## src/hdl/trickle_timer_assert.svh

```systemverilog
// ---------------------------------------------------------------------------
// Trickle timer assertion macros
// Shared concurrent assertion forms, clocked on clk and quiet during reset.
// ---------------------------------------------------------------------------
`ifndef TRICKLE_TIMER_ASSERT_SVH
`define TRICKLE_TIMER_ASSERT_SVH

// Same-cycle implication.
`define TT_ASSERT_NOW(label, ante, cons, msg) \
  label: assert property (@(posedge clk) disable iff (!rst_n) (ante) |-> (cons)) \
    else $error(msg);

// Next-cycle implication.
`define TT_ASSERT_NEXT(label, ante, cons, msg) \
  label: assert property (@(posedge clk) disable iff (!rst_n) (ante) |=> (cons)) \
    else $error(msg);

`endif

```

## src/hdl/tt_pkg.sv

```systemverilog
// ---------------------------------------------------------------------------
// Trickle timer package
// Widths, command and register codes, reset values and payload types.
// ---------------------------------------------------------------------------
package tt_pkg;

  localparam int CMD_W   = 2;
  localparam int FRAC_W  = 16;
  localparam int LEN_W   = 32;
  localparam int MIN_W   = 16;
  localparam int DBL_W   = 5;
  localparam int HEARD_W = 8;
  localparam int CIDX_W  = 2;
  localparam int CDATA_W = 16;

  // Commands
  localparam logic [CMD_W-1:0] CMD_TICK  = 2'd0;
  localparam logic [CMD_W-1:0] CMD_HEARD = 2'd1;
  localparam logic [CMD_W-1:0] CMD_START = 2'd2;

  // Configuration register indexes
  localparam logic [CIDX_W-1:0] REG_MIN_INTERVAL  = 2'd0;
  localparam logic [CIDX_W-1:0] REG_MAX_DOUBLINGS = 2'd1;
  localparam logic [CIDX_W-1:0] REG_REDUNDANCY    = 2'd2;

  // Register reset values
  localparam logic [MIN_W-1:0]   MIN_INTERVAL_RST  = 16'd8;
  localparam logic [DBL_W-1:0]   MAX_DOUBLINGS_RST = 5'd16;
  localparam logic [HEARD_W-1:0] REDUNDANCY_RST    = 8'd10;

  // Shortest interval the timer runs with
  localparam logic [MIN_W-1:0] MIN_INTERVAL_FLOOR = 16'd2;

  typedef struct packed {
    logic [CMD_W-1:0]  command;
    logic [FRAC_W-1:0] random_fraction;
  } in_item_t;

  typedef struct packed {
    logic               transmit;
    logic               suppressed;
    logic               interval_started;
    logic [LEN_W-1:0]   interval_ticks;
    logic [HEARD_W-1:0] heard_now;
  } out_item_t;

endpackage

```

## src/hdl/tt_if.sv

```systemverilog
// ---------------------------------------------------------------------------
// Trickle timer channels
// Valid/ready channels for commands in and timer results out.
// ---------------------------------------------------------------------------
interface tt_in_if;
  logic                      valid;
  logic                      ready;
  logic [tt_pkg::CMD_W-1:0]  command;
  logic [tt_pkg::FRAC_W-1:0] random_fraction;

  modport source (output valid, output command, output random_fraction, input ready);
  modport sink   (input valid, input command, input random_fraction, output ready);
endinterface

interface tt_out_if;
  logic                       valid;
  logic                       ready;
  logic                       transmit;
  logic                       suppressed;
  logic                       interval_started;
  logic [tt_pkg::LEN_W-1:0]   interval_ticks;
  logic [tt_pkg::HEARD_W-1:0] heard_now;

  modport source (output valid, output transmit, output suppressed,
                  output interval_started, output interval_ticks,
                  output heard_now, input ready);
  modport sink   (input valid, input transmit, input suppressed,
                  input interval_started, input interval_ticks,
                  input heard_now, output ready);
endinterface

```

## src/hdl/trickle_timer.sv

```systemverilog
// ---------------------------------------------------------------------------
// Trickle timer
// Tick-counted trickle timer: interval doubling, fire point, suppression.
// ---------------------------------------------------------------------------
// Usage:
//   in_chan  : one command per transfer (tick, consistent message heard,
//              start/restart) plus a 16-bit random fraction used whenever
//              a new interval begins.
//   out_chan : exactly one result per command: transmit / suppressed flags,
//              interval-started flag, current interval length, heard count.
//   cfg_*    : write-only registers (min_interval, max_doublings,
//              redundancy); write only while no command is in flight.
// Timing: one command per cycle sustained while out_chan.ready stays high.
//   A command taken is held in the input register, evaluated against the
//   timer state and loaded into the output register, from which its result
//   is offered on out_chan. The per-command path is one 32x16 multiply for
//   the new fire point plus a 32-bit add and compares.
// Reset: timer stopped, all counters zero, registers at defaults; no
//   results pending. Ticks before the first start change nothing.
// Stall: when out_chan.ready is low the output register holds, the input
//   register fills, then in_chan.ready drops; nothing is dropped.
// ---------------------------------------------------------------------------
`include "trickle_timer_assert.svh"

module trickle_timer (
  input  logic                        clk,
  input  logic                        rst_n,
  tt_in_if.sink                       in_chan,
  tt_out_if.source                    out_chan,
  input  logic                        cfg_we,
  input  logic [tt_pkg::CIDX_W-1:0]   cfg_index,
  input  logic [tt_pkg::CDATA_W-1:0]  cfg_wdata
);

  localparam int LW = tt_pkg::LEN_W;
  localparam int PW = tt_pkg::LEN_W + tt_pkg::FRAC_W;

  // Configuration registers
  logic [tt_pkg::MIN_W-1:0]   min_interval_r;
  logic [tt_pkg::DBL_W-1:0]   max_doublings_r;
  logic [tt_pkg::HEARD_W-1:0] redundancy_r;

  // Timer state
  logic                       running_r, running_nxt;
  logic [LW-1:0]              interval_len_r, interval_len_nxt;
  logic [tt_pkg::DBL_W-1:0]   doublings_r, doublings_nxt;
  logic [LW-1:0]              elapsed_r, elapsed_nxt;
  logic [LW-1:0]              fire_point_r, fire_point_nxt;
  logic [tt_pkg::HEARD_W-1:0] heard_r, heard_nxt;

  // Input register
  logic                       in_valid_r;
  tt_pkg::in_item_t           in_item_r;

  // Output register
  logic                       out_valid_r;
  tt_pkg::out_item_t          out_item_r, out_item_nxt;

  logic                       advance;
  logic                       draw;
  logic [LW-1:0]              elapsed_inc;
  logic [LW-1:0]              half_len;
  logic [PW-1:0]              frac_prod;
  logic [LW-1:0]              fire_draw;

  // Process the held command whenever the output register is free or draining.
  assign advance       = in_valid_r && (!out_valid_r || out_chan.ready);
  assign in_chan.ready = !in_valid_r || advance;

  // ---------------------------------------------------------------------
  // Configuration writes; unknown index ignored
  // ---------------------------------------------------------------------
  always_ff @(posedge clk) begin
    if (!rst_n) begin
      min_interval_r  <= tt_pkg::MIN_INTERVAL_RST;
      max_doublings_r <= tt_pkg::MAX_DOUBLINGS_RST;
      redundancy_r    <= tt_pkg::REDUNDANCY_RST;
    end else if (cfg_we) begin
      unique case (cfg_index)
        tt_pkg::REG_MIN_INTERVAL:  min_interval_r  <= cfg_wdata;
        tt_pkg::REG_MAX_DOUBLINGS: max_doublings_r <= cfg_wdata[tt_pkg::DBL_W-1:0];
        tt_pkg::REG_REDUNDANCY:    redundancy_r    <= cfg_wdata[tt_pkg::HEARD_W-1:0];
        default: ;
      endcase
    end
  end

  // ---------------------------------------------------------------------
  // Input register
  // ---------------------------------------------------------------------
  always_ff @(posedge clk) begin
    if (!rst_n) begin
      in_valid_r <= 1'b0;
    end else if (in_chan.valid && in_chan.ready) begin
      in_valid_r <= 1'b1;
    end else if (advance) begin
      in_valid_r <= 1'b0;
    end
  end

  always_ff @(posedge clk) begin
    if (in_chan.valid && in_chan.ready) begin
      in_item_r.command         <= in_chan.command;
      in_item_r.random_fraction <= in_chan.random_fraction;
    end
  end

  // ---------------------------------------------------------------------
  // Timer step
  // ---------------------------------------------------------------------
  assign elapsed_inc = elapsed_r + LW'(1);

  always_comb begin
    running_nxt      = running_r;
    interval_len_nxt = interval_len_r;
    doublings_nxt    = doublings_r;
    heard_nxt        = heard_r;
    elapsed_nxt      = elapsed_r;
    draw             = 1'b0;
    out_item_nxt     = '0;

    unique case (in_item_r.command)
      tt_pkg::CMD_START: begin
        interval_len_nxt = (min_interval_r < tt_pkg::MIN_INTERVAL_FLOOR)
                         ? LW'(tt_pkg::MIN_INTERVAL_FLOOR)
                         : LW'(min_interval_r);
        doublings_nxt    = '0;
        heard_nxt        = '0;
        running_nxt      = 1'b1;
        draw             = 1'b1;
        out_item_nxt.interval_started = 1'b1;
      end
      tt_pkg::CMD_HEARD: begin
        if (heard_r != '1) begin
          heard_nxt = heard_r + tt_pkg::HEARD_W'(1);
        end
      end
      tt_pkg::CMD_TICK: begin
        if (running_r) begin
          elapsed_nxt = elapsed_inc;
          // fire point decision uses the count heard so far this interval
          if (elapsed_inc == fire_point_r) begin
            if (heard_r <= redundancy_r) begin
              out_item_nxt.transmit = 1'b1;
            end else begin
              out_item_nxt.suppressed = 1'b1;
            end
          end
          if (elapsed_inc >= interval_len_r) begin
            if (doublings_r < max_doublings_r) begin
              // saturate rather than wrap on a very long interval
              interval_len_nxt = interval_len_r[LW-1] ? '1 : {interval_len_r[LW-2:0], 1'b0};
              doublings_nxt    = doublings_r + tt_pkg::DBL_W'(1);
            end
            heard_nxt = '0;
            draw      = 1'b1;
            out_item_nxt.interval_started = 1'b1;
          end
        end
      end
      default: ;
    endcase

    out_item_nxt.interval_ticks = interval_len_nxt;
    out_item_nxt.heard_now      = heard_nxt;
  end

  // New fire point in the second half: I/2 + (I/2 * r) / 2^16
  assign half_len  = interval_len_nxt >> 1;
  assign frac_prod = PW'(half_len) * PW'(in_item_r.random_fraction);
  assign fire_draw = half_len + frac_prod[PW-1:tt_pkg::FRAC_W];

  always_comb begin
    fire_point_nxt = fire_point_r;
    if (draw) begin
      fire_point_nxt = fire_draw;
    end
  end

  always_ff @(posedge clk) begin
    if (!rst_n) begin
      running_r      <= 1'b0;
      interval_len_r <= '0;
      doublings_r    <= '0;
      elapsed_r      <= '0;
      fire_point_r   <= '0;
      heard_r        <= '0;
    end else if (advance) begin
      running_r      <= running_nxt;
      interval_len_r <= interval_len_nxt;
      doublings_r    <= doublings_nxt;
      elapsed_r      <= draw ? '0 : elapsed_nxt;
      fire_point_r   <= fire_point_nxt;
      heard_r        <= heard_nxt;
    end
  end

  // ---------------------------------------------------------------------
  // Output register
  // ---------------------------------------------------------------------
  always_ff @(posedge clk) begin
    if (!rst_n) begin
      out_valid_r <= 1'b0;
    end else if (advance) begin
      out_valid_r <= 1'b1;
    end else if (out_chan.ready) begin
      out_valid_r <= 1'b0;
    end
  end

  always_ff @(posedge clk) begin
    if (advance) begin
      out_item_r <= out_item_nxt;
    end
  end

  assign out_chan.valid            = out_valid_r;
  assign out_chan.transmit         = out_item_r.transmit;
  assign out_chan.suppressed       = out_item_r.suppressed;
  assign out_chan.interval_started = out_item_r.interval_started;
  assign out_chan.interval_ticks   = out_item_r.interval_ticks;
  assign out_chan.heard_now        = out_item_r.heard_now;

  // ---------------------------------------------------------------------
  // Assertions
  // ---------------------------------------------------------------------
  `TT_ASSERT_NOW(a_tx_sup_excl, out_valid_r, !(out_item_r.transmit && out_item_r.suppressed), "transmit and suppressed both set")
  `TT_ASSERT_NOW(a_len_floor, running_r, interval_len_r >= LW'(tt_pkg::MIN_INTERVAL_FLOOR), "running interval below floor")
  `TT_ASSERT_NOW(a_fire_inside, running_r, (fire_point_r != '0) && (fire_point_r < interval_len_r), "fire point outside interval")
  `TT_ASSERT_NOW(a_elapsed_inside, running_r, elapsed_r < interval_len_r, "elapsed past interval end")
  `TT_ASSERT_NEXT(a_result_loaded, advance, out_valid_r, "processed command left no result")

endmodule

```

## src/flat_wrapper.sv

```systemverilog
// flat-port wrapper written by rule: the top's interface ports become plain ports
module trickle_timer_flat 
  (clk, rst_n, cfg_we, cfg_index, cfg_wdata, in_chan_valid, in_chan_command, in_chan_random_fraction, in_chan_ready, out_chan_valid, out_chan_transmit, out_chan_suppressed, out_chan_interval_started, out_chan_interval_ticks, out_chan_heard_now, out_chan_ready);
  tt_in_if in_chan_i ();
  tt_out_if out_chan_i ();
  input  logic clk;
  input  logic rst_n;
  input  logic cfg_we;
  input  logic [tt_pkg::CIDX_W-1:0] cfg_index;
  input  logic [tt_pkg::CDATA_W-1:0] cfg_wdata;
  input wire logic [$bits(in_chan_i.valid)-1:0] in_chan_valid;
  input wire logic [$bits(in_chan_i.command)-1:0] in_chan_command;
  input wire logic [$bits(in_chan_i.random_fraction)-1:0] in_chan_random_fraction;
  output wire logic [$bits(in_chan_i.ready)-1:0] in_chan_ready;
  output wire logic [$bits(out_chan_i.valid)-1:0] out_chan_valid;
  output wire logic [$bits(out_chan_i.transmit)-1:0] out_chan_transmit;
  output wire logic [$bits(out_chan_i.suppressed)-1:0] out_chan_suppressed;
  output wire logic [$bits(out_chan_i.interval_started)-1:0] out_chan_interval_started;
  output wire logic [$bits(out_chan_i.interval_ticks)-1:0] out_chan_interval_ticks;
  output wire logic [$bits(out_chan_i.heard_now)-1:0] out_chan_heard_now;
  input wire logic [$bits(out_chan_i.ready)-1:0] out_chan_ready;
  assign in_chan_i.valid = in_chan_valid;
  assign in_chan_i.command = in_chan_command;
  assign in_chan_i.random_fraction = in_chan_random_fraction;
  assign in_chan_ready = in_chan_i.ready;
  assign out_chan_valid = out_chan_i.valid;
  assign out_chan_transmit = out_chan_i.transmit;
  assign out_chan_suppressed = out_chan_i.suppressed;
  assign out_chan_interval_started = out_chan_i.interval_started;
  assign out_chan_interval_ticks = out_chan_i.interval_ticks;
  assign out_chan_heard_now = out_chan_i.heard_now;
  assign out_chan_i.ready = out_chan_ready;
  trickle_timer u_core (.clk(clk), .rst_n(rst_n), .in_chan(in_chan_i), .out_chan(out_chan_i), .cfg_we(cfg_we), .cfg_index(cfg_index), .cfg_wdata(cfg_wdata));
endmodule
```

## config.mk

```make
export PLATFORM = sky130hd
export DESIGN_NAME = trickle_timer_flat
export DESIGN_NICKNAME = d
export VERILOG_FILES = /design/src/hdl/tt_pkg.sv /design/src/hdl/tt_if.sv /design/src/hdl/trickle_timer.sv /design/src/flat_wrapper.sv
export VERILOG_INCLUDE_DIRS = /design/src /design/src/hdl
export SDC_FILE = /design/constraint.sdc
export NUM_CORES = 2
export LEC_CHECK = 0
export ABC_AREA = 0
export BUFFER_PORTS_ARGS = -buffer_cell sky130_fd_sc_hd__buf_2
export CORE_ASPECT_RATIO = 1.1
export CORE_MARGIN = 5
export CORE_UTILIZATION = 52
export DETAILED_ROUTE_END_ITERATION = 10
export PLACE_DENSITY = 0.71
export SYNTH_ARGS = -nofsm -noshare
export SYNTH_HDL_FRONTEND = slang
export SYNTH_SLANG_ARGS = --single-unit
```

## constraint.sdc

```tcl
create_clock -name clk -period 12.59 [get_ports clk]
set_clock_uncertainty 0.1 [all_clocks]
set_input_delay 3.777 -clock clk [delete_from_list [all_inputs] [get_ports clk]]
set_output_delay 3.777 -clock clk [all_outputs]
set_load 0.005 [all_outputs]
```

# [After elaboration in Yosys (flattened, before gate mapping)]
# Cells that the tools add are included.
[word_totals] regBits=202 latchBits=0 mem_bits_rw=0 romBits=0 word_cells=85 memories=0
[op_classes] n_addsub=4 multipliers=1 div=0 n_lt_le_gt_ge=4 eq_ne=9 shifts=0 mux=28 bitwise=0 n_reduce_logical=21
[ops] cell="32-bit two-way mux" n=7
[ops] cell="32-bit case mux with 2 select lines" n=1
[ops] cell="31-bit by 16-bit multiplier with 47-bit output" n=1
[ops] cell="31-bit by 32-bit adder with 32-bit output" n=1
[ops] cell="32-bit by 1-bit adder with 32-bit output (second input constant)" n=1
[ops] cell="32-bit equality test" n=1
[ops] cell="32-bit greater-or-equal comparator" n=1
[ops] cell="8-bit two-way mux" n=3
[ops] cell="8-bit case mux with 3 select lines" n=1
[ops] cell="16-bit by 2-bit < comparator with 1-bit output (second input constant)" n=1
[ops] cell="16-bit two-way mux" n=1
[ops] cell="5-bit two-way mux" n=3
[ops] cell="5-bit case mux with 2 select lines" n=1
[ops] cell="2-bit AND reduction" n=5
[ops] cell="2-bit nonzero test" n=5
[ops] cell="1-bit two-way mux" n=9
[ops] cell="8-bit by 1-bit adder with 8-bit output (second input constant)" n=1
[ops] cell="8-bit less-or-equal comparator" n=1
[ops] cell="8-bit inequality test (second input constant)" n=1
[ops] cell="2-bit by 1-bit inequality test with 1-bit output (second input constant)" n=3
[ops] cell="3-bit AND reduction" n=2
[ops] cell="5-bit by 1-bit adder with 5-bit output (second input constant)" n=1
[ops] cell="5-bit < comparator" n=1
[ops] cell="5-bit AND reduction" n=1
[ops] cell="other kinds (7)" n=14

# [Logic depth before layout (Yosys ltp)]
[depth] ltp_word=7 mapped_depth=52 mapped_depth_nobuf=50

# [Worst setup path before layout]
# Ideal clock, no wire load.
[synth_path] path_kind="register to register" from="reg u_core.elapsed_r[0]" to="reg u_core.fire_point_r[30]" setup_time_ns=0.091 arrival_time_ns=12.106 path_slack_ns=0.293 stages_incl_launch_ff=48 path_cell_list="dfxtp_1 -> ha_1 -> nand3_1 -> nor3_1 -> nand4_1 -> nor2_1 -> nand2_1 -> xnor2_1 -> ha_1 -> nand4_1 -> or3_4 -> a2111oi_4 -> o41ai_4 -> a21oi_2 -> buf_2 -> nand3_1 -> buf_2 -> o22ai_1 -> [... 12 more ...] -> ha_1 -> a21o_1 -> a21o_1 -> a2111oi_0 -> o21ai_0 -> o41ai_1 -> or4_1 -> o21ai_2 -> xor2_1 -> ha_1 -> and2_1 -> or4_1 -> or3_1 -> o31ai_1 -> o211ai_1 -> a211oi_1 -> o21ai_0 -> a311oi_1"
[synth_between] elab_chain_cells=7
[synth_rtl] item="start, declared" line="trickle_timer.sv:47" text="logic [LW-1:0] elapsed_r, elapsed_nxt;"
[synth_rtl] item="start signal, assigned" line="trickle_timer.sv:192" text="elapsed_r <= draw ? '0 : elapsed_nxt;"
[synth_rtl] item="32-bit by 1-bit adder with 32-bit output (*)" line="trickle_timer.sv:111" text="assign elapsed_inc = elapsed_r + LW'(1);"
[synth_rtl] item="32-bit greater-or-equal comparator (*)" line="trickle_timer.sv:149" text="if (elapsed_inc >= interval_len_r) begin"
[synth_rtl] item="32-bit two-way mux" line="trickle_timer.sv:149"
[synth_rtl] item="32-bit two-way mux" line="trickle_timer.sv:139" text="if (running_r) begin"
[synth_rtl] item="32-bit case mux with 2 select lines" line="trickle_timer.sv:122" text="unique case (in_item_r.command)"
[synth_rtl] item="31-bit by 16-bit multiplier with 47-bit output" line="trickle_timer.sv:170" text="assign frac_prod = PW'(half_len) * PW'(in_item_r.random_fraction);"
[synth_rtl] item="31-bit by 32-bit adder with 32-bit output" line="trickle_timer.sv:171" text="assign fire_draw = half_len + frac_prod[PW-1:tt_pkg::FRAC_W];"
[synth_rtl] item="end signal, assigned" line="trickle_timer.sv:193" text="fire_point_r <= fire_point_nxt;"
[synth_rtl] item="end, declared" line="trickle_timer.sv:48" text="logic [LW-1:0] fire_point_r, fire_point_nxt;"
# Mark *: on every way between the ends. The rest lies on a longest branch, timed or not.
# A chain may end at the register's enable or synchronous reset.

# [Worst setup path in the final report]
[layout_path] from="reg u_core.elapsed_r[3]" to="reg u_core.fire_point_r[30]"
# Same word-level chain as after synthesis.

==> flow_results.org <==
** CTS
- Maximum level of the CTS H-tree :: 1
- The tree is rooted in a clkbuf_16.
- Total number of clock tree sinks :: just over 200
- Clock latency on the worst-skew pair :: around 0.56 ns
- After clock tree synthesis, the clock-pin slew on the worst setup and hold paths is 0.06 ns.
- CTS buffer count :: 25
- The clock passes through at most 3 buffers.
- TritonCTS built the clock tree.

** Layout
- The area growth from synthesis to layout is 12.6%.
- Antenna diode count :: 0
- Fraction of layout instances using a drive strength above 1 :: 0.125
- Fill cell count :: roughly 4500
- Once layout is done, the placed cells without fillers occupy 30300 sq um.
- Net count reported at finish :: roughly 3900
- Filler-free cell count of the finished design :: 3942

** Setup path
- Across all register-to-register paths, the minimum setup slack is between 0.3 and 0.4 ns.
- Kind of start point of the critical path :: flop
- Endpoint arrival time on the critical path :: about 13 ns
- Number of cells on the worst reg-to-reg path :: 50
- The largest single stage delay on the critical path is 0.52 ns.
- At the worst endpoint, the required time is 12.96 ns.
- Critical Path Fanout Max :: 12
- Type of the setup path with the least slack :: flop to flop
- Worst reg2reg path endpoint :: u_core.fire_point_r[30]$_SDFFE_PN0P_
- Critical Path Sink Type :: flop
- On the critical path, the stage with the largest delay is an instance of fa_1.
- R2R Path Start :: u_core.elapsed_r[3]$_SDFFE_PN0P_

** Floorplan
- The initialized floorplan defines 87 standard-cell rows.
- The core region is 51300 sq um.
- Number of placed I/O pins :: 86
- For this configuration, the core starts out at a cell density of 0.526.
- Area of the die :: 56500 sq um
- From bottom edge to top edge, the die measures ~250 um.
- DIE WIDTH :: 227 um

** STA
- Counting I/O delays and the setup requirement, the final critical path takes 12.23 ns.
- Setup TNS :: 0 ns
- Total count of max-transition violations in the final report :: 0
- Max frequency :: roughly 80 MHz
- Final-report hold violation count :: 0
- The worst pin sits at a relative slew slack of 0.280.
- Of the available clock period, the critical path in the final layout requires 0.971.
- At the pin with the least slew margin, the transition time is ~1.1 ns.
- Setup violations remaining at the end of the flow were counted as 0.

** Logic synthesis
- Post-Synthesis Net Count :: roughly 3800
- Post-synthesis async set-or-reset flop share :: 0
- The most used flip-flop cell after synthesis is dfxtp_1.
- Flip-flop and latch count after synthesis :: between 200 and 250
- Post-synthesis cell count :: slightly above 3000
- Netlist area before placement :: approximately 27000 sq um
- Counting flops with a built-in enable in the synthesized netlist gives slightly above 60.
- Number of distinct library cell variants in the gate-level netlist after synthesis :: 90
- Of the synthesized area, sequential elements account for 0.173.
- Dividing the synthesized area by the synthesized cell count gives a little under 9 sq um.
- The Yosys step of the flow raised 0 warnings.

** Placement
- Number of port buffers :: 85
- Total placed cells including tap cells :: between 3000 and 4000
- Placed cell area :: 28900 sq um
- At the end of routability-driven placement, the weighted congestion stood at between 0.9 and 1.
- Post-detail-place hpwl :: around 60000 um

** Power
- The share of total power dissipated in combinational logic is 0.714.
- Internal power consumption :: ~0.0028 W
- The worst-case IR drop observed on VDD is ~210 uV.
- Summed over all nets, the switching power comes to 0.00252 W.
- The design draws 0.00534 W.
- The analysis attributes to cell leakage a power of approximately 14 nW.
- Of the total power, the share spent switching nets is 0.472.
- The share of total power dissipated in the clock network is 0.147.
- Power spread over the standard cell area amounts to approximately 180 nW/um^2.
- Of the total power, registers draw 0.139.

** Drt
- For this block, the initial DRC count from the detailed router was between 1000 and 1500.
- Antenna-violating nets left :: 0
- Vias after detailed routing :: roughly 22000
- Summed over all layers, the routed wires come to approximately 75000 um.
- The first TritonRoute pass finished after 6 iterations.
- In the final routed layout, each cell accounts on average for between 15 and 20 um.
- After detailed routing, the number of remaining DRC violations is 0.
- Post-detailed-route via-to-cell ratio :: approximately 5.6

** Global route
- Largest net degree at the start of global routing :: slightly above 70
- For this run the aggregate overflow at the end of global routing stands at 0.
- Overall track demand over capacity in global routing :: 0.263
- Global-route wire length before repair :: 121000 um
- The initial antenna violation count was 1.
- The via count of the first global-routing pass is around 23000.

** Min path
- Hold Path Sink :: u_core.fire_point_r[11]$_SDFFE_PN0P_
- The min-delay analysis places its worst path in the category flop to flop.
- Worst hold path stage count :: 2
- In this run the most critical hold path is launched from u_core.fire_point_r[11]$_SDFFE_PN0P_.

** Run
- Across the run, the number of max-cap violations was 0.

** Outcome
- The flow ran to the end, and the final reports show no timing, DRC or antenna violations.
-- layer usage --
layer,up-vias,track usage,routed length (um)
li1,10200,-,-
met3,197,0.0326,4320
met5,-,0,0
met4,0,0.111,3460
met2,773,0.449,37500
met1,11100,0.338,29600
-- final cells by class --
cell class	instances	area, sq um	area share
Multi-Input combinational cell	2225	20100	0.662
Tap cell	667	835	0.0275
Timing Repair Buffer	261	1830	0.0602
Sequential cell	202	4670	0.154
Clock inverter	15	193	0.00635
Clock buffer	31	701	0.0231
Inverter	541	2030	0.0670
-- critical path, delay by kind of cell (launching register included) --
kind	cells	cell delay (ns)
AO/OA/AOI/OAI	12	2.33
adder cells (fa/ha/maj)	9	3.83
XOR/XNOR	2	0.23
buffers and inverters	12	1.49
AND/OR/NAND/NOR	15	3.79
flip-flops	1	0.37
-- cells in the final DEF (no fill, tap or decap), types with 12 or more instances in the layout --
cell type and count:
nor2_1 145, clkbuf_16 27, and3_1 19, nand4_1 30
buf_2 85, o22ai_1 12, fa_1 403, o21ai_0 53
dfxtp_1 135, a22oi_1 16, edfxtp_1 61, buf_4 165
nand2_1 508, inv_1 536, ha_1 190, nor3_1 38
a211oi_1 29, nand3_1 38, a21oi_1 142, xor2_1 50
and2_1 165, a31oi_1 14, nand2b_1 12, mux2i_1 16
o21a_1 15, xnor2_1 60, a21o_1 55
-- worst max path at each step --
| stage | to | from | slack [ns] |
|---|---|---|---|
| after floorplan | u_core.fire_point_r[30]$_SDFFE_PN0P_ | u_core.elapsed_r[0]$_SDFFE_PN0P_ | 0.29 |
| after global placement | u_core.fire_point_r[30]$_SDFFE_PN0P_ | u_core.elapsed_r[0]$_SDFFE_PN0P_ | -0.006 |
| after detailed placement | u_core.fire_point_r[30]$_SDFFE_PN0P_ | u_core.elapsed_r[0]$_SDFFE_PN0P_ | -0.13 |
| after CTS | u_core.fire_point_r[30]$_SDFFE_PN0P_ | u_core.elapsed_r[12]$_SDFFE_PN0P_ | 0.01 |
| after global routing | u_core.fire_point_r[30]$_SDFFE_PN0P_ | u_core.elapsed_r[3]$_SDFFE_PN0P_ | -0.18 |
| final | u_core.fire_point_r[30]$_SDFFE_PN0P_ | u_core.elapsed_r[3]$_SDFFE_PN0P_ | 0.36 |
-- cells by family (layout without fill, tap and decap cells) --
family,after synthesis,count (layout),share of synthesized area
AO/OA/AOI/OAI,453,453,0.115
buffers and inverters,690,848,0.0976
multiplexers,18,18,0.00720
flip-flops,202,202,0.173
adder cells (fa/ha/maj),598,598,0.390
AND/OR/NAND/NOR,1042,1042,0.180
XOR/XNOR,114,114,0.0370
-- cell usage after synthesis, types with 4 or more instances --
| cell type | n | area, sq um |
|---|---|---|
| inv_1 | 538 | 2020 |
| nand2_1 | 508 | 1910 |
| fa_1 | 404 | 8090 |
| ha_1 | 194 | 2430 |
| and2_1 | 165 | 1030 |
| nor2_1 | 147 | 552 |
| a21oi_1 | 145 | 726 |
| dfxtp_1 | 141 | 2820 |
| clkbuf_1 | 115 | 432 |
| edfxtp_1 | 61 | 1830 |
| xnor2_1 | 61 | 534 |
| a21o_1 | 55 | 413 |
| o21ai_0 | 55 | 275 |
| xor2_1 | 53 | 464 |
| nand3_1 | 43 | 215 |
| nor3_1 | 43 | 215 |
| a211oi_1 | 31 | 233 |
| nand4_1 | 30 | 188 |
| buf_2 | 28 | 140 |
| a22oi_1 | 21 | 158 |
| and3_1 | 21 | 131 |
| mux2i_1 | 16 | 160 |
| o22ai_1 | 16 | 100 |
| o21a_1 | 15 | 113 |
| a31oi_1 | 14 | 87.6 |
| nand2b_1 | 14 | 87.6 |
| o22ai_2 | 12 | 150 |
| nor2b_1 | 11 | 68.8 |
| nor4_1 | 11 | 68.8 |
| and4_1 | 10 | 87.6 |
| nand3b_1 | 10 | 75.1 |
| or3_1 | 10 | 62.6 |
| o21bai_1 | 9 | 67.6 |
| o31ai_1 | 9 | 67.6 |
| o211ai_1 | 7 | 52.6 |
| a41o_1 | 5 | 50.1 |
| a41oi_1 | 5 | 43.8 |
| buf_1 | 5 | 18.8 |
| a21boi_0 | 4 | 30.0 |
| a311oi_2 | 4 | 60.1 |
-- power groups by stage --
stage                     logic [W]  registers, W  clock network [W]
after floorplan             0.00260      0.000743                  0
after global placement      0.00355      0.000753                  0
after detailed placement    0.00363      0.000754                  0
after CTS                   0.00367      0.000740           0.000798
after global routing        0.00423      0.000744           0.000824
final                       0.00381      0.000741           0.000784
-- per-stage QoR --
step	hold slack, ns	worst slack, ns	util
floorplan	0.336	0.293	-
global placement	0.350	-0.00641	0.563
detailed placement	0.360	-0.129	0.563
CTS	0.367	0.0122	0.581
global route	0.385	-0.183	0.592
finish	0.370	0.362	0.592
-- repair_timing --
action,4_1_cts,5_1_grt
setup endpoints to repair,3,21
pin swaps,3,33
buffers inserted,0,18
hold buffers,0,0
gates resized for setup,10,84
-- registers in the layout, summed over array words and instances, names as in the netlist, 5 cells and up --
| signal | flops |
|---|---|
| u_core.max_doublings_r | 5 |
| u_core.out_chan.interval_ticks | 32 |
| u_core.elapsed_r | 32 |
| u_core.in_item_r | 18 |
| u_core.fire_point_r | 32 |
| u_core.doublings_r | 5 |
| u_core.heard_r | 8 |
| u_core.interval_len_r | 32 |
| u_core.min_interval_r | 16 |
| u_core.out_chan.heard_now | 8 |
| u_core.redundancy_r | 8 |
(Power assumes the default switching activity.)
